--- src/design/pulsatile_pump_phase_sequencer_assert.svh ---
// Assertion shorthands shared by the sequencer RTL.
`ifndef PULSATILE_PUMP_PHASE_SEQUENCER_ASSERT_SVH
`define PULSATILE_PUMP_PHASE_SEQUENCER_ASSERT_SVH

// Same-cycle implication, disabled during reset.
`define PPPS_ASSERT_IMP(name, clk, rst_n, ante, cons, msg) \
    name: assert property (@(posedge clk) disable iff (!rst_n) (ante) |-> (cons)) \
        else $error(msg);

// Next-cycle implication, disabled during reset.
`define PPPS_ASSERT_NXT(name, clk, rst_n, ante, cons, msg) \
    name: assert property (@(posedge clk) disable iff (!rst_n) (ante) |=> (cons)) \
        else $error(msg);

`endif

--- src/design/ppps_pkg.sv ---
package ppps_pkg;

    // defaults for the top-level parameters
    localparam int START_RATE_BPM_DEF = 60;
    localparam int STROKE_STEPS_DEF   = 1600;
    localparam int REV_STEPS_DEF      = 3200;

    // field widths
    localparam int POS_W    = 32;
    localparam int REQ_W    = 3;
    localparam int PCT_W    = 7;
    localparam int RATE_W   = 7;
    localparam int STROKE_W = 16;
    localparam int CNT_W    = 16;
    localparam int CYC_W    = 11;   // 60000/30 = 2000
    localparam int PROD_W   = 18;   // 2000 * 127

    // serial divider
    localparam int DIV_DW = 20;     // 65535*11+5 fits
    localparam int DIV_VW = 7;

    // digit-serial adder
    localparam int DIG_W     = 4;
    localparam int ADD_STEPS = POS_W / DIG_W;
    localparam int ADD_CW    = $clog2(ADD_STEPS);
    localparam int MUL_CW    = $clog2(PCT_W);

    // constants
    localparam int PCT_RESET   = 35;
    localparam int MS_PER_MIN  = 60000;
    localparam int PCT_SCALE   = 100;
    localparam int RATE_MIN    = 30;
    localparam int RATE_MAX    = 120;
    localparam int RATE_STEP   = 5;
    localparam int STROKE_MIN  = 10;
    localparam int STROKE_DIV  = 10;
    localparam int ROUND_HALF  = 5;

    // result beat packing
    localparam int OUT_FIELDS_W = 77;
    localparam int OUT_DATA_W   = ((OUT_FIELDS_W + 7) / 8) * 8;
    localparam int OUT_USER_W   = 2;

    typedef enum logic [REQ_W-1:0] {
        REQ_TICK      = 3'd0,
        REQ_START     = 3'd1,
        REQ_STOP      = 3'd2,
        REQ_ESTOP     = 3'd3,
        REQ_RATE_UP   = 3'd4,
        REQ_RATE_DN   = 3'd5,
        REQ_STROKE_UP = 3'd6,
        REQ_STROKE_DN = 3'd7
    } req_t;

    typedef enum logic [1:0] {
        PH_IDLE = 2'd0,
        PH_SYS  = 2'd1,
        PH_DIA  = 2'd2
    } phase_t;

    typedef enum logic [3:0] {
        ST_IDLE,
        ST_CYC,
        ST_MUL,
        ST_SYS_GO,
        ST_SYS,
        ST_EVAL,
        ST_STROKE,
        ST_ADD,
        ST_FIN
    } seq_state_t;

endpackage

--- src/design/ppps_div.sv ---
module ppps_div #(
    parameter int DW = ppps_pkg::DIV_DW,
    parameter int VW = ppps_pkg::DIV_VW
) (
    input  logic          aclk,
    input  logic          aresetn,
    input  logic          start,
    input  logic [DW-1:0] dividend,
    input  logic [VW-1:0] divisor,
    output logic          done,
    output logic [DW-1:0] quotient
);

    localparam int CW = $clog2(DW + 1);

    logic [DW-1:0] quo_reg;
    logic [VW-1:0] rem_reg;
    logic [VW-1:0] dvs_reg;
    logic [CW-1:0] cnt_reg;
    logic          busy_reg;
    logic          done_reg;

    logic [VW:0]   part;
    logic [VW+1:0] diff;

    // restoring division, one quotient bit per cycle
    assign part = {rem_reg, quo_reg[DW-1]};
    assign diff = {1'b0, part} - {2'b00, dvs_reg};

    always_ff @(posedge aclk) begin
        if (!aresetn) begin
            busy_reg <= 1'b0;
            done_reg <= 1'b0;
            cnt_reg  <= '0;
        end else begin
            done_reg <= 1'b0;
            if (start) begin
                busy_reg <= 1'b1;
                cnt_reg  <= CW'(DW);
            end else if (busy_reg) begin
                cnt_reg <= cnt_reg - CW'(1);
                if (cnt_reg == CW'(1)) begin
                    busy_reg <= 1'b0;
                    done_reg <= 1'b1;
                end
            end
        end
    end

    always_ff @(posedge aclk) begin
        if (start) begin
            quo_reg <= dividend;
            rem_reg <= '0;
            dvs_reg <= divisor;
        end else if (busy_reg) begin
            if (!diff[VW+1]) begin
                rem_reg <= diff[VW-1:0];
                quo_reg <= {quo_reg[DW-2:0], 1'b1};
            end else begin
                rem_reg <= part[VW-1:0];
                quo_reg <= {quo_reg[DW-2:0], 1'b0};
            end
        end
    end

    assign done     = done_reg;
    assign quotient = quo_reg;

endmodule

--- src/design/pulsatile_pump_phase_sequencer.sv ---
// Channel   | Dir | Handshake            | Contents
// ----------+-----+----------------------+---------------------------------------
// s_axis    | in  | tvalid/tready        | tuser: req_type; tdata: current_position
// m_axis    | out | tvalid/tready        | tuser: move_valid, cycle_done; tdata: rest
// cfg       | in  | cfg_we (no stall)    | systole_percent
//
// A running tick makes two 20-bit passes of the serial divider (cycle length,
// then systole share) with a shift-add multiply between them, a state each to
// launch the second divide and to compare, and, when it issues a move, the
// 4-bit adder for the target, all between the accept and result states.
// Stroke commands make one divide, start one add, and other beats go straight
// to the result state.
// Synchronous active-low reset; no clearing pass. The result register lets a
// new beat in while a result is still waiting; a stalled m_axis holds the
// sequencer in its final state until the result register frees up.

`include "pulsatile_pump_phase_sequencer_assert.svh"

module pulsatile_pump_phase_sequencer #(
    parameter int START_RATE_BPM = ppps_pkg::START_RATE_BPM_DEF,
    parameter int STROKE_STEPS   = ppps_pkg::STROKE_STEPS_DEF,
    parameter int REV_STEPS      = ppps_pkg::REV_STEPS_DEF
) (
    input  logic                            aclk,
    input  logic                            aresetn,

    input  logic                            s_axis_tvalid,
    output logic                            s_axis_tready,
    // [31:0] current_position
    input  logic [ppps_pkg::POS_W-1:0]      s_axis_tdata,
    // [2:0] req_type
    input  logic [ppps_pkg::REQ_W-1:0]      s_axis_tuser,

    output logic                            m_axis_tvalid,
    input  logic                            m_axis_tready,
    // [1:0] phase, [33:2] target_position, [34] speed_profile,
    // [35] stop_motion, [36] zero_position, [37] drive_enable,
    // [53:38] cycle_length_ms, [60:54] heart_rate, [76:61] stroke_steps
    output logic [ppps_pkg::OUT_DATA_W-1:0] m_axis_tdata,
    // [0] move_valid, [1] cycle_done
    output logic [ppps_pkg::OUT_USER_W-1:0] m_axis_tuser,

    input  logic                            cfg_we,
    input  logic [ppps_pkg::PCT_W-1:0]      cfg_wdata
);

    import ppps_pkg::*;

    localparam logic [DIV_DW-1:0] HALF_MAX = DIV_DW'(REV_STEPS / 2);

    // ---------------------------------------------------------------
    // state
    // ---------------------------------------------------------------
    seq_state_t state_reg, state_next;

    logic [PCT_W-1:0]    pct_reg;
    phase_t              phase_reg;
    logic                running_reg;
    logic                drive_on_reg;
    logic [RATE_W-1:0]   rate_reg;
    logic [STROKE_W-1:0] half_reg;
    logic [CNT_W-1:0]    phase_elapsed_reg;
    logic [CNT_W-1:0]    cycle_elapsed_reg;

    // working registers
    logic [CYC_W-1:0]    cyc_reg;
    logic [CYC_W-1:0]    sys_reg;
    logic [CYC_W-1:0]    dia_reg;
    logic [PROD_W-1:0]   acc_reg;
    logic [PROD_W-1:0]   mcand_reg;
    logic [PCT_W-1:0]    mplier_reg;
    logic [MUL_CW-1:0]   mul_cnt_reg;
    logic [POS_W-1:0]    add_a_reg;     // position in, target out
    logic [POS_W-1:0]    add_b_reg;
    logic                carry_reg;
    logic [ADD_CW-1:0]   add_cnt_reg;

    // result flags gathered during the beat
    logic                res_move_reg;
    logic                res_prof_reg;
    logic                res_stop_reg;
    logic                res_zero_reg;
    logic                res_done_reg;
    logic [CNT_W-1:0]    res_clen_reg;

    // output register
    logic                  m_valid_reg;
    logic [OUT_DATA_W-1:0] m_data_reg;
    logic [OUT_USER_W-1:0] m_user_reg;

    // ---------------------------------------------------------------
    // combinational helpers
    // ---------------------------------------------------------------
    logic                s_acc;
    req_t                req_in;
    logic                out_free;

    logic                div_start;
    logic [DIV_DW-1:0]   div_dividend;
    logic [DIV_VW-1:0]   div_divisor;
    logic                div_done;
    logic [DIV_DW-1:0]   div_quo;

    logic [RATE_W:0]     rate_sum;
    logic [RATE_W-1:0]   rate_up;
    logic [RATE_W-1:0]   rate_dn;
    logic [DIV_DW-1:0]   half_ext;
    logic [DIV_DW-1:0]   stroke_up_num;
    logic [DIV_DW-1:0]   stroke_dn_num;
    logic [DIV_DW-1:0]   stroke_cl_hi;
    logic [DIV_DW-1:0]   stroke_cl;

    logic [CYC_W-1:0]    sys_clip;
    logic [CNT_W-1:0]    pe_inc;
    logic [CNT_W-1:0]    ce_inc;
    logic                sys_end;
    logic                dia_end;

    logic [DIG_W:0]      dig_sum;
    logic [POS_W-1:0]    target;

    assign s_axis_tready = (state_reg == ST_IDLE);
    assign s_acc         = s_axis_tvalid && s_axis_tready;
    assign req_in        = req_t'(s_axis_tuser);
    assign out_free      = !m_valid_reg || m_axis_tready;

    // rate steps, clamped
    assign rate_sum = {1'b0, rate_reg} + (RATE_W + 1)'(RATE_STEP);
    assign rate_up  = (rate_sum > (RATE_W + 1)'(RATE_MAX)) ? RATE_W'(RATE_MAX)
                                                           : rate_sum[RATE_W-1:0];
    assign rate_dn  = (rate_reg < RATE_W'(RATE_MIN + RATE_STEP)) ? RATE_W'(RATE_MIN)
                                                                 : rate_reg - RATE_W'(RATE_STEP);

    // stroke * 11 or * 9, plus half the divisor for rounding
    assign half_ext      = DIV_DW'(half_reg);
    assign stroke_up_num = (half_ext << 3) + (half_ext << 1) + half_ext
                         + DIV_DW'(ROUND_HALF);
    assign stroke_dn_num = (half_ext << 3) + half_ext + DIV_DW'(ROUND_HALF);
    assign stroke_cl_hi  = (div_quo > HALF_MAX) ? HALF_MAX : div_quo;
    assign stroke_cl     = (stroke_cl_hi < DIV_DW'(STROKE_MIN)) ? DIV_DW'(STROKE_MIN)
                                                                : stroke_cl_hi;

    // systole share never beyond the full cycle
    assign sys_clip = (div_quo > DIV_DW'(cyc_reg)) ? cyc_reg : div_quo[CYC_W-1:0];

    // saturating counters and phase-end checks
    assign pe_inc  = (phase_elapsed_reg == '1) ? phase_elapsed_reg
                                               : phase_elapsed_reg + CNT_W'(1);
    assign ce_inc  = (cycle_elapsed_reg == '1) ? cycle_elapsed_reg
                                               : cycle_elapsed_reg + CNT_W'(1);
    assign sys_end = (phase_reg == PH_SYS) && (pe_inc >= CNT_W'(sys_reg));
    assign dia_end = (phase_reg == PH_DIA) && (pe_inc >= CNT_W'(dia_reg));

    // one 4-bit digit of the target per cycle
    assign dig_sum = {1'b0, add_a_reg[DIG_W-1:0]} + {1'b0, add_b_reg[DIG_W-1:0]}
                   + (DIG_W + 1)'(carry_reg);
    assign target  = res_move_reg ? add_a_reg : '0;

    // ---------------------------------------------------------------
    // shared serial divider
    // ---------------------------------------------------------------
    ppps_div #(
        .DW (DIV_DW),
        .VW (DIV_VW)
    ) u_div (
        .aclk     (aclk),
        .aresetn  (aresetn),
        .start    (div_start),
        .dividend (div_dividend),
        .divisor  (div_divisor),
        .done     (div_done),
        .quotient (div_quo)
    );

    // ---------------------------------------------------------------
    // sequencer
    // ---------------------------------------------------------------
    always_ff @(posedge aclk) begin
        if (!aresetn) begin
            state_reg <= ST_IDLE;
        end else begin
            state_reg <= state_next;
        end
    end

    always_comb begin
        state_next   = state_reg;
        div_start    = 1'b0;
        div_dividend = '0;
        div_divisor  = '0;
        case (state_reg)
            ST_IDLE: begin
                if (s_acc) begin
                    case (req_in)
                        REQ_TICK: begin
                            if (running_reg) begin
                                state_next   = ST_CYC;
                                div_start    = 1'b1;
                                div_dividend = DIV_DW'(MS_PER_MIN);
                                div_divisor  = DIV_VW'(rate_reg);
                            end else begin
                                state_next = ST_FIN;
                            end
                        end
                        REQ_START: begin
                            state_next = ST_ADD;
                        end
                        REQ_STROKE_UP: begin
                            state_next   = ST_STROKE;
                            div_start    = 1'b1;
                            div_dividend = stroke_up_num;
                            div_divisor  = DIV_VW'(STROKE_DIV);
                        end
                        REQ_STROKE_DN: begin
                            state_next   = ST_STROKE;
                            div_start    = 1'b1;
                            div_dividend = stroke_dn_num;
                            div_divisor  = DIV_VW'(STROKE_DIV);
                        end
                        default: begin
                            state_next = ST_FIN;
                        end
                    endcase
                end
            end
            ST_CYC: begin
                if (div_done) begin
                    state_next = ST_MUL;
                end
            end
            ST_MUL: begin
                if (mul_cnt_reg == MUL_CW'(PCT_W - 1)) begin
                    state_next = ST_SYS_GO;
                end
            end
            ST_SYS_GO: begin
                state_next   = ST_SYS;
                div_start    = 1'b1;
                div_dividend = DIV_DW'(acc_reg);
                div_divisor  = DIV_VW'(PCT_SCALE);
            end
            ST_SYS: begin
                if (div_done) begin
                    state_next = ST_EVAL;
                end
            end
            ST_EVAL: begin
                state_next = (sys_end || dia_end) ? ST_ADD : ST_FIN;
            end
            ST_STROKE: begin
                if (div_done) begin
                    state_next = ST_FIN;
                end
            end
            ST_ADD: begin
                if (add_cnt_reg == ADD_CW'(ADD_STEPS - 1)) begin
                    state_next = ST_FIN;
                end
            end
            ST_FIN: begin
                if (out_free) begin
                    state_next = ST_IDLE;
                end
            end
            default: begin
                state_next = ST_IDLE;
            end
        endcase
    end

    // ---------------------------------------------------------------
    // pump state: phase, counters, rate, stroke, drive
    // ---------------------------------------------------------------
    always_ff @(posedge aclk) begin
        if (!aresetn) begin
            pct_reg           <= PCT_W'(PCT_RESET);
            phase_reg         <= PH_IDLE;
            running_reg       <= 1'b0;
            drive_on_reg      <= 1'b1;
            rate_reg          <= RATE_W'(START_RATE_BPM);
            half_reg          <= STROKE_W'(STROKE_STEPS / 2);
            phase_elapsed_reg <= '0;
            cycle_elapsed_reg <= '0;
        end else begin
            if (cfg_we) begin
                pct_reg <= cfg_wdata;
            end
            case (state_reg)
                ST_IDLE: begin
                    if (s_acc) begin
                        case (req_in)
                            REQ_START: begin
                                running_reg       <= 1'b1;
                                phase_reg         <= PH_SYS;
                                phase_elapsed_reg <= '0;
                                cycle_elapsed_reg <= '0;
                            end
                            REQ_STOP: begin
                                running_reg <= 1'b0;
                                phase_reg   <= PH_IDLE;
                            end
                            REQ_ESTOP: begin
                                running_reg  <= 1'b0;
                                phase_reg    <= PH_IDLE;
                                drive_on_reg <= 1'b0;
                            end
                            REQ_RATE_UP: begin
                                rate_reg <= rate_up;
                            end
                            REQ_RATE_DN: begin
                                rate_reg <= rate_dn;
                            end
                            default: begin
                            end
                        endcase
                    end
                end
                ST_EVAL: begin
                    if (sys_end) begin
                        phase_reg         <= PH_DIA;
                        phase_elapsed_reg <= '0;
                        cycle_elapsed_reg <= ce_inc;
                    end else if (dia_end) begin
                        phase_reg         <= PH_SYS;
                        phase_elapsed_reg <= '0;
                        cycle_elapsed_reg <= '0;
                    end else begin
                        phase_elapsed_reg <= pe_inc;
                        cycle_elapsed_reg <= ce_inc;
                    end
                end
                ST_STROKE: begin
                    if (div_done) begin
                        half_reg <= stroke_cl[STROKE_W-1:0];
                    end
                end
                default: begin
                end
            endcase
        end
    end

    // ---------------------------------------------------------------
    // datapath: multiplier, adder, result flags
    // ---------------------------------------------------------------
    always_ff @(posedge aclk) begin
        case (state_reg)
            ST_IDLE: begin
                if (s_acc) begin
                    add_a_reg    <= s_axis_tdata;
                    add_b_reg    <= POS_W'(half_reg);
                    carry_reg    <= 1'b0;
                    add_cnt_reg  <= '0;
                    res_move_reg <= (req_in == REQ_START);
                    res_prof_reg <= 1'b0;
                    res_stop_reg <= (req_in == REQ_STOP) || (req_in == REQ_ESTOP);
                    res_zero_reg <= (req_in == REQ_ESTOP);
                    res_done_reg <= 1'b0;
                    res_clen_reg <= '0;
                end
            end
            ST_CYC: begin
                if (div_done) begin
                    cyc_reg     <= div_quo[CYC_W-1:0];
                    mcand_reg   <= PROD_W'(div_quo[CYC_W-1:0]);
                    mplier_reg  <= pct_reg;
                    acc_reg     <= '0;
                    mul_cnt_reg <= '0;
                end
            end
            ST_MUL: begin
                // shift-add, one percent bit per cycle
                if (mplier_reg[0]) begin
                    acc_reg <= acc_reg + mcand_reg;
                end
                mcand_reg   <= mcand_reg << 1;
                mplier_reg  <= mplier_reg >> 1;
                mul_cnt_reg <= mul_cnt_reg + MUL_CW'(1);
            end
            ST_SYS: begin
                if (div_done) begin
                    sys_reg <= sys_clip;
                    dia_reg <= cyc_reg - sys_clip;
                end
            end
            ST_EVAL: begin
                if (sys_end) begin
                    // diastole move: position minus stroke
                    res_move_reg <= 1'b1;
                    res_prof_reg <= 1'b1;
                    add_b_reg    <= ~POS_W'(half_reg);
                    carry_reg    <= 1'b1;
                end else if (dia_end) begin
                    res_move_reg <= 1'b1;
                    res_done_reg <= 1'b1;
                    res_clen_reg <= ce_inc;
                end
            end
            ST_ADD: begin
                add_a_reg   <= {dig_sum[DIG_W-1:0], add_a_reg[POS_W-1:DIG_W]};
                add_b_reg   <= add_b_reg >> DIG_W;
                carry_reg   <= dig_sum[DIG_W];
                add_cnt_reg <= add_cnt_reg + ADD_CW'(1);
            end
            default: begin
            end
        endcase
    end

    // ---------------------------------------------------------------
    // result register
    // ---------------------------------------------------------------
    always_ff @(posedge aclk) begin
        if (!aresetn) begin
            m_valid_reg <= 1'b0;
        end else if (state_reg == ST_FIN && out_free) begin
            m_valid_reg <= 1'b1;
        end else if (m_axis_tready) begin
            m_valid_reg <= 1'b0;
        end
    end

    always_ff @(posedge aclk) begin
        if (state_reg == ST_FIN && out_free) begin
            m_data_reg <= {(OUT_DATA_W - OUT_FIELDS_W)'(0),
                           half_reg,
                           rate_reg,
                           res_clen_reg,
                           drive_on_reg,
                           res_zero_reg,
                           res_stop_reg,
                           res_prof_reg,
                           target,
                           phase_reg};
            m_user_reg <= {res_done_reg, res_move_reg};
        end
    end

    assign m_axis_tvalid = m_valid_reg;
    assign m_axis_tdata  = m_data_reg;
    assign m_axis_tuser  = m_user_reg;

    // ---------------------------------------------------------------
    // checks
    // ---------------------------------------------------------------
    `PPPS_ASSERT_IMP(a_run_phase, aclk, aresetn, running_reg, phase_reg != PH_IDLE, "running in idle phase")
    `PPPS_ASSERT_IMP(a_stop_phase, aclk, aresetn, !running_reg, phase_reg == PH_IDLE, "stopped but phase active")
    `PPPS_ASSERT_NXT(a_drive_latch, aclk, aresetn, !drive_on_reg, !drive_on_reg, "drive re-enabled without reset")
    `PPPS_ASSERT_IMP(a_rate_range, aclk, aresetn, 1'b1, rate_reg >= RATE_W'(RATE_MIN) && rate_reg <= RATE_W'(RATE_MAX), "rate out of range")
    `PPPS_ASSERT_NXT(a_fin_hold, aclk, aresetn, state_reg == ST_FIN && m_valid_reg && !m_axis_tready, state_reg == ST_FIN, "result lost while output stalled")

endmodule
--- config.mk ---
export PLATFORM = sky130hd
export DESIGN_NAME = pulsatile_pump_phase_sequencer
export DESIGN_NICKNAME = d
export VERILOG_FILES = /design/src/design/ppps_pkg.sv /design/src/design/ppps_div.sv /design/src/design/pulsatile_pump_phase_sequencer.sv
export VERILOG_INCLUDE_DIRS = /design/src /design/src/design
export SDC_FILE = /design/constraint.sdc
export NUM_CORES = 1
export LEC_CHECK = 0
export BUFFER_PORTS_ARGS = -buffer_cell sky130_fd_sc_hd__buf_2
export CELL_PAD_IN_SITES_DETAIL_PLACEMENT = 1
export CELL_PAD_IN_SITES_GLOBAL_PLACEMENT = 2
export CORE_MARGIN = 1.5
export CORE_UTILIZATION = 43
export DETAILED_ROUTE_END_ITERATION = 7
export GPL_TIMING_DRIVEN = 0
export PLACE_DENSITY_LB_ADDON = 0.1
export SYNTH_ARGS = -nofsm -noshare
export SYNTH_HDL_FRONTEND = slang
export SYNTH_SLANG_ARGS = --single-unit
--- constraint.sdc ---
create_clock -name aclk -period 8.7 [get_ports aclk]
set_input_delay 0.87 -clock aclk [delete_from_list [all_inputs] [get_ports aclk]]
set_output_delay 0.87 -clock aclk [all_outputs]
set_load 0.03 [all_outputs]
==> results of run 1 <==
## layout make-up
class / count / area share
Inverter: 98 / 0.01703
Sequential cell: 347 / 0.4431
Multi-Input combinational cell: 1310 / 0.3998
Buffer: 89 / 0.01686
Timing Repair Buffer: 129 / 0.03227
Clock inverter: 12 / 0.005388
Clock buffer: 60 / 0.05167
Tap cell: 585 / 0.03389
## cells by family after synthesis
kind of cell	count (synthesis)	synth area share
XOR/XNOR	88	0.04077
buffers and inverters	187	0.03872
AND/OR/NAND/NOR	663	0.1658
adder cells (fa/ha/maj)	130	0.09359
multiplexers	19	0.01032
AO/OA/AOI/OAI	407	0.1444
flip-flops	347	0.5062
other	1	0.0001984
## metal layers
metal / GRT usage / vias to the layer above
li1: - / 6984
met1: 0.3198 / 7296
met2: 0.4171 / 306
met3: 0.03530 / 91
met4: 0.08877 / 2
met5: 0 / -
## how the worst max path moves through the flow
stage / from / endpoint / slack, ns / depth (start not counted)
6_report: u_div.quotient[19] / dia_reg[10] / 2.43 / 18
5_1_grt: u_div.quotient[19] / dia_reg[10] / 1.91 / 18
4_1_cts: u_div.quotient[19] / dia_reg[10] / 2.35 / 18
3_5_place_dp: u_div.quotient[19] / dia_reg[10] / 2.36 / 18
3_3_place_gp: m_axis_tready / m_axis_tdata[47] / 1.98 / 3
2_1_floorplan: m_axis_tready / m_axis_tdata[0] / 3.67 / 2
## power by group
| part | total, mW | switching (mW) | internal (mW) |
|---|---|---|---|
| Sequential | 2.34 | 0.160 | 2.18 |
| Combinational | 1.38 | 0.922 | 0.461 |
| Clock | 1.62 | 0.696 | 0.923 |
| Total | 5.34 | 1.78 | 3.57 |
## through the flow
step           area [um^2]  power (mW)  std cells  utilization
2_1_floorplan        18910       3.276       1844            -
3_3_place_gp         20260       3.697       2552       0.4682
3_5_place_dp         20360       3.758       2558       0.4707
4_1_cts              21600       5.396       2630       0.4992
5_1_grt              21600       5.621       2630       0.4992
6_report             21600       5.344       2630       0.4992
## synthesized netlist by cell type, types with 5 or more instances
| cell type | n | area [um^2] |
|---|---|---|
| dfxtp_1 | 85 | 1702 |
| nor3_2 | 7 | 70.07 |
| nand2b_1 | 15 | 93.84 |
| o21ai_0 | 92 | 460.4 |
| or3_1 | 8 | 50.05 |
| nand4_1 | 11 | 68.82 |
| edfxtp_1 | 262 | 7868 |
| mux2i_1 | 15 | 150.1 |
| nor4_1 | 10 | 62.56 |
| nand3_1 | 40 | 200.2 |
| a21o_1 | 35 | 262.8 |
| nor2_1 | 132 | 495.5 |
| or4_1 | 5 | 37.54 |
| a221o_1 | 6 | 60.06 |
| a21oi_1 | 91 | 455.4 |
| ha_1 | 111 | 1389 |
| xnor2_1 | 52 | 455.4 |
| inv_1 | 95 | 356.6 |
| o221a_2 | 6 | 67.56 |
| o22ai_1 | 7 | 43.79 |
| nor2b_1 | 22 | 137.6 |
| a31oi_1 | 17 | 106.4 |
| a211oi_1 | 15 | 112.6 |
| nand3b_1 | 8 | 60.06 |
| o211a_1 | 9 | 90.09 |
| clkbuf_1 | 78 | 292.8 |
| nand2_1 | 270 | 1013 |
| o211ai_1 | 15 | 112.6 |
| a211o_1 | 5 | 43.79 |
| nor3_1 | 32 | 160.2 |
| or2_2 | 11 | 68.82 |
| xor2_1 | 36 | 315.3 |
| o31ai_1 | 8 | 60.06 |
| o21a_1 | 15 | 112.6 |
| fa_1 | 19 | 380.4 |
| a2111oi_0 | 8 | 70.07 |
| and3_1 | 25 | 156.4 |
| a22oi_1 | 27 | 202.7 |
| and2_1 | 50 | 312.8 |
| a221oi_1 | 6 | 52.55 |
| buf_4 | 6 | 45.04 |
==> results.md, run 1 <==
* Status: finished, final reports clean
* Chip width at approximately 210 um
* DR vias/cell at between 5 and 6
* Cell row count at 76
* ANT cells at 0
* Sink Count at roughly 350
* Post_cts resized at 0
* Number of synthesized flops with an enable pin at approximately 260
* Pwr/cell area at 247.4 nW/um^2
* Initial DRC count at roughly 850
* H-tree depth at 2
* Layout cell share with drive strength beyond 1 at 0.1130
* WP buf/inv at 3
* FF/Latch Area at between 9000 and 10000 um^2
* Worst-path fanout max at 10
* Final setup viols at 0
* Core area at approximately 43000 um^2
* Top_reg_cell synth: edfxtp_1
* Pre-CTS setup slack at approximately 2.4 ns
* Mean Syn Cell Area at 10.26 um^2
* Post-synthesis sequential area ratio at 0.5062
* Most frequent cells in the layout: 269 x nand2_1, 262 x edfxtp_1, 132 x nor2_1
* Hold worst-path end: m_axis_tdata[42]
* I/O pins at approximately 130
* Fin Setup TNS at 0 ns
* Final worst slack at between 2 and 2.5 ns
* Setup Buffers After CTS at 0
* Metal-1 WL at 24270 um
* Library cells used by synthesis at ~80
* Drt first pass iters at 5
* Worst Path Arrival at 6.56 ns
* Clk slew on worst S/H paths at 0.06 ns
* Vias in the first global route at roughly 15000
* Starting Density at 0.4369
* Worst reg2reg path endpoint: dia_reg[10]
* CP Launch Type: register
* R2R cell count at 18
* Reg-to-reg slack, setup at about 2.4 ns
* Syn Inst Count at around 1800
* Root Buffer Master: clkbuf_16
* Final hold vios at 0
* Congestion Overflow GR at 0
* P_leak at 8.758 nW
* Unrepaired setup endpoints after global routing: no
* Clk buf depth at 3
* Final wirelength at about 55000 um
* Die area at between 40000 and 50000 um^2
* CTS tree: done
* F_max at around 160 MHz
* DR WL met2 at ~26000 um
* # hold bufs at CTS at 0
* Yosys warns at 0
* Met3 wire len at approximately 2300 um
* VDD IR max at between 150 and 200 uV
* HP Start: res_clen_reg[4]
* CP max stage cell: o31ai_2
* Critical path's largest stage delay at 0.61 ns
* Top sig layer: met5
* Cell family with most CP delay: compound AO/OA/AOI/OAI gates
* First-pass GRT wire length at ~85000 um
* # fillers at ~4800
* Min-Delay Path Class: reg2reg
* Final #Nets at around 2200
* CP Data Required Time at between 8 and 9 ns
* Post-synthesis async set-or-reset flop share at 0
* Tmin final at around 6.3 ns
* Total GRT Usage at 0.2458
* Area occupied by multi-input gates at approximately 8600 um^2
* Final Cycle Share at 0.7202
* RePlAce Congestion at between 0.8 and 0.9
* Clk_lat worst skew at 0.57 ns
* Setup crit end kind: register
* Commonest non-fill, non-tap cell in the layout: nand2_1
* Post-DRT Antenna Nets at 0
* Crit path top cell by count: o21ai_0
* Clock Skews at a little under 0.02 ns
* Area growth from synthesis to layout at 14.25%
* Routed length per placed instance at a little over 20 um
* Slew Limit Fails at 0
* DIE HEIGHT at 212.7 um
* Count of input and output buffers at ~120
* Hold Slack at 0.4169 ns
* Hpwl dp at 40790 um
* Vias at between 10000 and 15000
* Largest net degree at the start of global routing at 36
* Slew at the pin with the worst max-slew slack at approximately 1.3 ns
* Hold path cells at 0
* FF-to-FF Start: u_div.quotient[19]
* Synth Register Bits at 347
* Max Cap Violations at 0
* Num CTS Buffers at 40
* Crit-path cells: nor4_1 > nand3b_1 > a211o_1 > o31ai_2 > clkbuf_1 > buf_1 > nand2_1 > o21ai_0 > ha_1 > inv_1 > fa_1 > a21oi_1 > o2bb2ai_1 > o31ai_1 > a22o_1 > o21ai_0 > o41ai_1 > xnor2_1
* Largest register FFs at 77
* Rel. slew slack at 0.1414
* Initial antenna violation count at 1
* Cell area after synthesis at 18900 um^2
* CP Class: reg2reg
* Residual DRC count at 0
(Power assumes the default switching activity.)
==> run 2, diff against run 1 <==
--- a/config.mk
+++ b/config.mk
@@ -10,7 +10,7 @@
 export CELL_PAD_IN_SITES_DETAIL_PLACEMENT = 1
 export CELL_PAD_IN_SITES_GLOBAL_PLACEMENT = 2
 export CORE_MARGIN = 1.5
-export CORE_UTILIZATION = 43
+export CORE_UTILIZATION = 36
 export DETAILED_ROUTE_END_ITERATION = 7
 export GPL_TIMING_DRIVEN = 0
 export PLACE_DENSITY_LB_ADDON = 0.1
==> constraint.sdc (replaced) <==
create_clock -name aclk -period 5.75 [get_ports aclk]
set_input_delay 0.575 -clock aclk [delete_from_list [all_inputs] [get_ports aclk]]
set_output_delay 0.575 -clock aclk [all_outputs]
set_load 0.03 [all_outputs]
==> run 2 against run 1 <==
Compared with the run above: fmax is 18% higher; sequential cell count did not move; critical endpoint is now cycle_elapsed_reg[0]; core utilization is 7.3 points lower; power increased by 58%; combinational power increased by 51%; sequential power rose by 52%; critical path type unchanged; sequential share of layout area decreased by 0.78 points; cell count is 3.9% higher; cell area grew 1.8%.
==> results.md, run 2 (synthesis gave the netlist of run 1 again) <==
* Status: finished, final reports clean (unchanged)
* Clk pwr share at 0.332 (was 0.303)
* Worst Path Arrival at 5.80 ns (was 6.56 ns)
* Hold Slack at 0.2221 ns (was 0.4169 ns)
* NetSw at 2.784 mW (was 1.778 mW)
* VDD IR max at 224.4 uV (was 150.2 uV)
* CP Data Required Time at 6.25 ns (was 8.99 ns)
* Initial DRC count at 823 (was 845)
* P_leak at 8.890 nW (was 8.758 nW)
* Final Cycle Share at 0.9206 (was 0.7202)
* CP Launch Type: register (unchanged)
* # fillers at 5768 (was 4820)
* Hpwl dp at 42090 um (was 40790 um)
* Final setup viols at 0 (unchanged)
* Count of input and output buffers at 123 (unchanged)
* Clock Skews at 0.01781 ns (was 0.01930 ns)
* Residual DRC count at 0 (unchanged)
* Largest net degree at the start of global routing at 36 (unchanged)
* Initial antenna violation count at 0 (was 1)
* Starting Density at 0.3663 (was 0.4369)
* Switching share of power at 0.3293 (was 0.3327)
* DR vias/cell at 5.311 (was 5.581)
* Pwr/cell area at 384.6 nW/um^2 (was 247.4 nW/um^2)
* Chip width at 232.2 um (was 212.7 um)
* Num CTS Buffers at 43 (was 40)
* Register share of total power at 0.420 (was 0.438)
* RePlAce Congestion at 0.8525 (was 0.8726)
* Pre-CTS setup slack at -0.5644 ns (was 2.355 ns)
* Layout cell share with drive strength beyond 1 at 0.1213 (was 0.1130)
* Vias in the first global route at 15150 (was 15157)
* Crit-path cells: buf_4 > and4_1 > nand4_1 > or3_1 > clkbuf_1 > nor2_1 > nor2_1 > nand3_1 > xnor2_1 > ha_1 > a2111oi_0 > o21ai_0 > a221o_1 > a311o_2 > a21oi_2 > buf_4 > nand3_1 > o22ai_1 (was nor4_1 > nand3b_1 > a211o_1 > o31ai_2 > clkbuf_1 > buf_1 > nand2_1 > o21ai_0 > ha_1 > inv_1 > fa_1 > a21oi_1 > o2bb2ai_1 > o31ai_1 > a22o_1 > o21ai_0 > o41ai_1 > xnor2_1)
* Slew at the pin with the worst max-slew slack at 1.277 ns (was 1.255 ns)
* Core area at 51610 um^2 (was 43270 um^2)
* Setup crit start: phase_elapsed_reg[3] (was u_div.quotient[19])
* Final worst slack at 0.4566 ns (was 2.435 ns)
* Congestion Overflow GR at 0 (unchanged)
* Critical path's largest stage delay at 0.49 ns (was 0.61 ns)
* Combinational Power Share at 0.248 (was 0.259)
* Final hold vios at 0 (unchanged)
* Unrepaired setup endpoints after global routing: no (unchanged)
* Final #Nets at 2195 (was 2192)
* Routed length per placed instance at 20.56 um (was 20.73 um)
* Min-Delay Path Class: in2reg (was reg2reg)
* CTS tree: done (unchanged)
* I/O pins at 131 (unchanged)
* Vias at 14514 (was 14679)
* DP Area at 20480 um^2 (was 20360 um^2)
* Design Power at 8.454 mW (was 5.344 mW)
* Sink Count at 347 (unchanged)
* Commonest non-fill, non-tap cell in the layout: nand2_1 (unchanged)
* Rel. slew slack at 0.1269 (was 0.1414)
* Clk_lat worst skew at 0.59 ns (was 0.57 ns)
* ANT cells at 0 (unchanged)
* Pint at 5.670 mW (was 3.566 mW)
* Root Buffer Master: clkbuf_16 (unchanged)
* First-pass GRT wire length at 87750 um (was 85470 um)
* CP max stage cell: a311o_2 (was o31ai_2)
* F_max at 188.9 MHz (was 159.6 MHz)
* Post-DRT Antenna Nets at 0 (unchanged)
* Slew Limit Fails at 0 (unchanged)
* Setup crit end kind: register (unchanged)
* Fin Setup TNS at 0 ns (unchanged)
* # hold bufs at CTS at 0 (unchanged)
* Die area at 53900 um^2 (was 45230 um^2)
* Largest register FFs at 77 (unchanged)
* Final wirelength at 56190 um (was 54510 um)
* HP Start: cfg_wdata[5] (was res_clen_reg[4])
* Clk buf depth at 3 (unchanged)
* Drt first pass iters at 5 (unchanged)
* Tmin final at 5.293 ns (was 6.265 ns)
* Area growth from synthesis to layout at 16.29% (was 14.25%)
* Max Cap Violations at 0 (unchanged)
* DIE HEIGHT at 232.2 um (was 212.7 um)
* FF-to-FF Start: phase_elapsed_reg[3] (was u_div.quotient[19])
* Cell row count at 83 (was 76)
* Non-Filler Cell Area, Final at 21980 um^2 (was 21600 um^2)
* Clk slew on worst S/H paths at 0.06 ns (about the same)
* Total GRT Usage at 0.2110 (was 0.2458)
* Most frequent cells in the layout: 269 x nand2_1, 262 x edfxtp_1, 132 x nor2_1 (unchanged)
* Worst-path fanout max at 10 (unchanged)
* H-tree depth at 2 (unchanged)
* CP Class: reg2reg (unchanged)
[run 2: cell types whose count changed in the layout (fill, tap and decap cells not counted), sizes merged]
cell and change:
clkbuf -2, inv +2, clkinvlp +1, bufinv +3, clkinv +4
[run 2: worst max-delay path: cells and delay by family, from the launching register on]
family                     cells  cell delay (ns)
buffers and inverters          3             0.62
adders and majority gates      1             0.34
xor gates and xnor gates       1             0.24
DFF                            1             0.33
AOI/OAI and AO/OA              6             1.90
and+or+nand+nor                7             1.78
[run 2: worst paths after layout]
path                                        endpoint  slack [ns]  cells past startpoint
worst min-delay path                      pct_reg[5]        0.22                      3
worst max register to register  cycle_elapsed_reg[0]        0.46                     18
worst min register to register      m_axis_tdata[41]        0.42                      0
worst max-delay path            cycle_elapsed_reg[0]        0.46                     18
[run 2: power groups by stage]
stage                     sequential, mW  combinational [mW]  clock [mW]
after global routing                3.59                2.34        2.97
after global placement              3.62                2.02           0
final                               3.55                2.09        2.81
after floorplan                     3.65                1.31           0
after detailed placement            3.61                2.11           0
after CTS                           3.56                2.13        2.89
[run 2: what timing repair did]
action,4_1_cts,5_1_grt
setup buffers,0,1
endpoints found under the setup margin,4,4
resized for setup,5,3
[run 2: through the flow]
| stage | utilization | instances |
|---|---|---|
| 2_1_floorplan | - | 1844 |
| 3_3_place_gp | 0.3948 | 2647 |
| 3_5_place_dp | 0.3969 | 2652 |
| 4_1_cts | 0.4257 | 2732 |
| 5_1_grt | 0.4259 | 2733 |
| 6_report | 0.4259 | 2733 |
[run 2: area by class of cell]
cell class | count | area, um^2 | area share
flip-flops and latches | 347 | 9569 | 0.4353
multi-input cells | 1310 | 8668 | 0.3943
clock buffers | 58 | 1205 | 0.05481
well taps | 680 | 850.8 | 0.03870
repair buffers | 129 | 700.7 | 0.03187
inverters | 98 | 367.9 | 0.01673
plain buffers | 89 | 366.6 | 0.01668
clock inverters | 22 | 255.2 | 0.01161
[run 2: routing by layer]
layer,vias up,share of wire,GRT usage
met5,-,0,0
met4,0,0.021,0.05783
met3,69,0.028,0.02370
met2,220,0.48,0.3623
met1,7211,0.47,0.2801
li1,7014,-,-
==> run 3, diff against run 2 <==
--- a/config.mk
+++ b/config.mk
@@ -6,11 +6,12 @@
 export SDC_FILE = /design/constraint.sdc
 export NUM_CORES = 1
 export LEC_CHECK = 0
+export ABC_AREA = 1
 export BUFFER_PORTS_ARGS = -buffer_cell sky130_fd_sc_hd__buf_2
 export CELL_PAD_IN_SITES_DETAIL_PLACEMENT = 1
 export CELL_PAD_IN_SITES_GLOBAL_PLACEMENT = 2
 export CORE_MARGIN = 1.5
-export CORE_UTILIZATION = 36
+export CORE_UTILIZATION = 34
 export DETAILED_ROUTE_END_ITERATION = 7
 export GPL_TIMING_DRIVEN = 0
 export PLACE_DENSITY_LB_ADDON = 0.1
==> run 3 against run 2 <==
Compared with the run above: setup slack gained 1.1 ns; clock skew grew 0.0068 ns; cell area grew 1.7%; fmax grew 25%; first-iteration DRC count shrank 1.6%; worst hold slack lost 0.0093 ns; sequential power grew 7.0%; synthesized cell count grew 19%; sequential share of layout area shrank 0.74 points; combinational power grew 9%; core utilization shrank 2.2 points.
==> results.md, run 3 <==
* Post-layout util at 0.4036 (was 0.4259)
* ANT cells at 0 (unchanged)
* First-pass GRT wire length at 90580 um (was 87750 um)
* Starting Density at 0.3459 (was 0.3663)
* Post_cts resized at 0 (was 5)
* H-tree depth at 2 (unchanged)
* Dpl cells at 3082 (was 2652)
* Pwr/cell area at 396.3 nW/um^2 (was 384.6 nW/um^2)
* Most common cell in the netlist: nand2_1 (unchanged)
* Final setup viols at 0 (unchanged)
* Clk buf depth at 3 (unchanged)
* Hold path cells at 3 (unchanged)
* Worst Path Arrival at 4.42 ns (was 5.80 ns)
* Drt first pass iters at 5 (unchanged)
* Residual DRC count at 0 (unchanged)
* Largest register FFs at 77 (unchanged)
* Number of synthesized flops with an enable pin at 262 (unchanged)
* Setup Buffers After CTS at 0 (unchanged)
* Initial DRC count at 810 (was 823)
* Status: finished, final reports clean (unchanged)
* Critical path's largest stage delay at 0.81 ns (was 0.49 ns)
* Die area at 57820 um^2 (was 53900 um^2)
* I/O pins at 131 (unchanged)
* Reg-to-reg slack, setup at 1.52 ns (was 0.46 ns)
* Clk slew on worst S/H paths at 0.06 ns (about the same)
* Crit-path cells: ha_1 > nand3_1 > nor3_2 > nand3_1 > buf_2 > xor2_1 > inv_1 > ha_1 > inv_1 > nand2_1 > nand2_1 > nand2_1 > nand2_1 > nand2_1 > nand2_1 > nand2_1 > nand2_1 > nand2_1 > nand2_1 > nand2_1 > nand2_1 > nand2_2 > nand2_4 > a21oi_2 (was buf_4 > and4_1 > nand4_1 > or3_1 > clkbuf_1 > nor2_1 > nor2_1 > nand3_1 > xnor2_1 > ha_1 > a2111oi_0 > o21ai_0 > a221o_1 > a311o_2 > a21oi_2 > buf_4 > nand3_1 > o22ai_1)
* Slew at the pin with the worst max-slew slack at 1.135 ns (was 1.277 ns)
* Min-Delay Path Class: in2reg (unchanged)
* F_max at 236.2 MHz (was 188.9 MHz)
* Hpwl dp at 44800 um (was 42090 um)
* DP Area at 20920 um^2 (was 20480 um^2)
* CP max stage cell: a21oi_2 (was a311o_2)
* Setup crit end kind: register (unchanged)
* Total GRT Usage at 0.2015 (was 0.2110)
* P_leak at 9.453 nW (was 8.890 nW)
* Top_reg_cell synth: edfxtp_1 (unchanged)
* Worst reg2reg path endpoint: res_clen_reg[3] (was cycle_elapsed_reg[0])
* Non-Filler Cell Area, Final at 22370 um^2 (was 21980 um^2)
* Final Cycle Share at 0.7364 (was 0.9206)
* # fillers at 6593 (was 5768)
* Sink Count at 347 (unchanged)
* Final worst slack at 1.516 ns (was 0.4566 ns)
* Routed length per placed instance at 18.23 um (was 20.56 um)
* Initial antenna violation count at 1 (was 0)
* Post-DRT Antenna Nets at 0 (unchanged)
* Slew Limit Fails at 0 (unchanged)
* Final #Nets at 2555 (was 2195)
* Largest net degree at the start of global routing at 36 (unchanged)
* Syn Inst Count at 2196 (was 1842)
* Root Buffer Master: clkbuf_16 (unchanged)
* Vias in the first global route at 16143 (was 15150)
* Fin Setup TNS at 0 ns (unchanged)
* Chip width at 240.5 um (was 232.2 um)
* Post-synthesis sequential area ratio at 0.4992 (was 0.5062)
* Crit path top cell by count: nand2_1
* Layout cell share with drive strength beyond 1 at 0.1045 (was 0.1213)
* Rel. slew slack at 0.2407 (was 0.1269)
* R2R cell count at 24 (was 18)
* Post-synthesis async set-or-reset flop share at 0 (unchanged)
* Mean Syn Cell Area at 8.730 um^2 (was 10.26 um^2)
* Worst-path fanout max at 17 (was 10)
* Hold worst-path end: pct_reg[0] (was pct_reg[5])
* Final Non-Filler Cells at 3160 (was 2733)
* RePlAce Congestion at 0.8482 (was 0.8525)
* HP Start: cfg_wdata[0] (was cfg_wdata[5])
* Dominant cells by area after synthesis: edfxtp_1 41%, nand2_1 11%, dfxtp_1 8.9%, ha_1 7.2%, inv_1 5.7% (was edfxtp_1 42%, dfxtp_1 9.0%, ha_1 7.3%, nand2_1 5.4%, nor2_1 2.6%)
* DIE HEIGHT at 240.5 um (was 232.2 um)
* # hold bufs at CTS at 0 (unchanged)
* Synth top area share at 0.4104 (was 0.4162)
* Yosys warns at 0 (unchanged)
* Pre-CTS setup slack at 1.193 ns (was -0.5644 ns)
* Synth Register Bits at 347 (unchanged)
* CP Data Required Time at 5.94 ns (was 6.25 ns)
* Core area at 55420 um^2 (was 51610 um^2)
* WP buf/inv at 3 (unchanged)
* DR vias/cell at 4.973 (was 5.311)
* Num CTS Buffers at 42 (was 43)
* Design Power at 8.863 mW (was 8.454 mW)
* Most frequent cells in the layout: 556 x nand2_1, 290 x inv_1, 262 x edfxtp_1 (was 269 x nand2_1, 262 x edfxtp_1, 132 x nor2_1)
* CP Launch Type: register (unchanged)
* Vias at 15714 (was 14514)
* Cell row count at 86 (was 83)
* Clk_lat worst skew at 0.59 ns (about the same)
* Commonest non-fill, non-tap cell in the layout: nand2_1 (unchanged)
* Cell family with most CP delay: simple AND/OR/NAND/NOR gates (was compound AO/OA/AOI/OAI gates)
* Area growth from synthesis to layout at 16.66% (was 16.29%)
* Tmin final at 4.234 ns (was 5.293 ns)
* Unrepaired setup endpoints after global routing: no (unchanged)
* Library cells used by synthesis at 55 (was 82)
* Max Cap Violations at 0 (unchanged)
* Cell area after synthesis at 19170 um^2 (was 18900 um^2)
* CTS tree: done (unchanged)
* Congestion Overflow GR at 0 (unchanged)
* Clock Skews at 0.02465 ns (was 0.01781 ns)
* Final wirelength at 57610 um (was 56190 um)
* CP Class: reg2reg (unchanged)
* FF-to-FF Start: phase_elapsed_reg[0] (was phase_elapsed_reg[3])
* Final hold vios at 0 (unchanged)
* Count of input and output buffers at 127 (was 123)
* Leading area contributor after synthesis: edfxtp_1 (unchanged)
* VDD IR max at 198.8 uV (was 224.4 uV)
* Hold Slack at 0.2128 ns (was 0.2221 ns)
* Commonest cells in the netlist: 557 x nand2_1, 290 x inv_1, 262 x edfxtp_1, 173 x a21oi_1, 161 x nor2_1 (was 270 x nand2_1, 262 x edfxtp_1, 132 x nor2_1, 111 x ha_1, 95 x inv_1)
## run 3: worst register-to-register path, stage by stage (launching register included)
cell	delay, ns
dfxtp_1	0.43
ha_1	0.25
nand3_1	0.15
nor3_2	0.24
nand3_1	0.24
buf_2	0.26
xor2_1	0.19
inv_1	0.09
ha_1	0.28
inv_1	0.03
nand2_1	0.05
nand2_1	0.04
nand2_1	0.05
nand2_1	0.05
nand2_1	0.05
nand2_1	0.05
nand2_1	0.05
nand2_1	0.05
nand2_1	0.06
nand2_1	0.05
nand2_1	0.05
nand2_1	0.06
nand2_2	0.13
nand2_4	0.13
a21oi_2	0.81
## run 3: routing by layer
metal	up-vias	global-route usage	part of all wire
met5	-	0	0
met4	0	0.05508	0.024
met3	74	0.03146	0.033
met2	226	0.3410	0.48
met1	7624	0.2660	0.47
li1	7790	-	-
## run 3: logic make-up after synthesis
kind of cell / count (synthesis) / synth area share
AO/OA/AOI/OAI: 428 / 0.1258
XOR/XNOR: 40 / 0.01827
adder cells (fa/ha/maj): 130 / 0.09229
buffers and inverters: 346 / 0.06951
flip-flops: 347 / 0.4992
other: 1 / 0.0001956
AND/OR/NAND/NOR: 904 / 0.1948
## run 3: cell type report
class | instances | area (um^2) | area share
plain buffers | 52 | 226.5 | 0.01013
clock inverters | 18 | 270.3 | 0.01208
flip-flops and latches | 347 | 9569 | 0.4279
well taps | 748 | 935.9 | 0.04185
multi-input cells | 1505 | 8314 | 0.3717
clock buffers | 60 | 1179 | 0.05270
inverters | 294 | 1106 | 0.04945
repair buffers | 136 | 764.5 | 0.03418
## run 3: report_power, final
part | internal [mW] | switching (mW) | total, mW
sequential | 3.48 | 0.317 | 3.80
clock | 1.67 | 1.12 | 2.79
combinational | 0.640 | 1.63 | 2.27
## run 3: how the worst max path moves through the flow
stage | endpoint | depth (start not counted) | start
6_report | res_clen_reg[3] | 24 | phase_elapsed_reg[0]
5_1_grt | res_clen_reg[10] | 24 | phase_elapsed_reg[0]
4_1_cts | res_clen_reg[10] | 24 | phase_elapsed_reg[0]
3_5_place_dp | u_div.quotient[15] | 13 | s_axis_tuser[0]
3_3_place_gp | m_axis_tdata[76] | 3 | m_axis_tready
2_1_floorplan | m_axis_tdata[0] | 2 | m_axis_tready
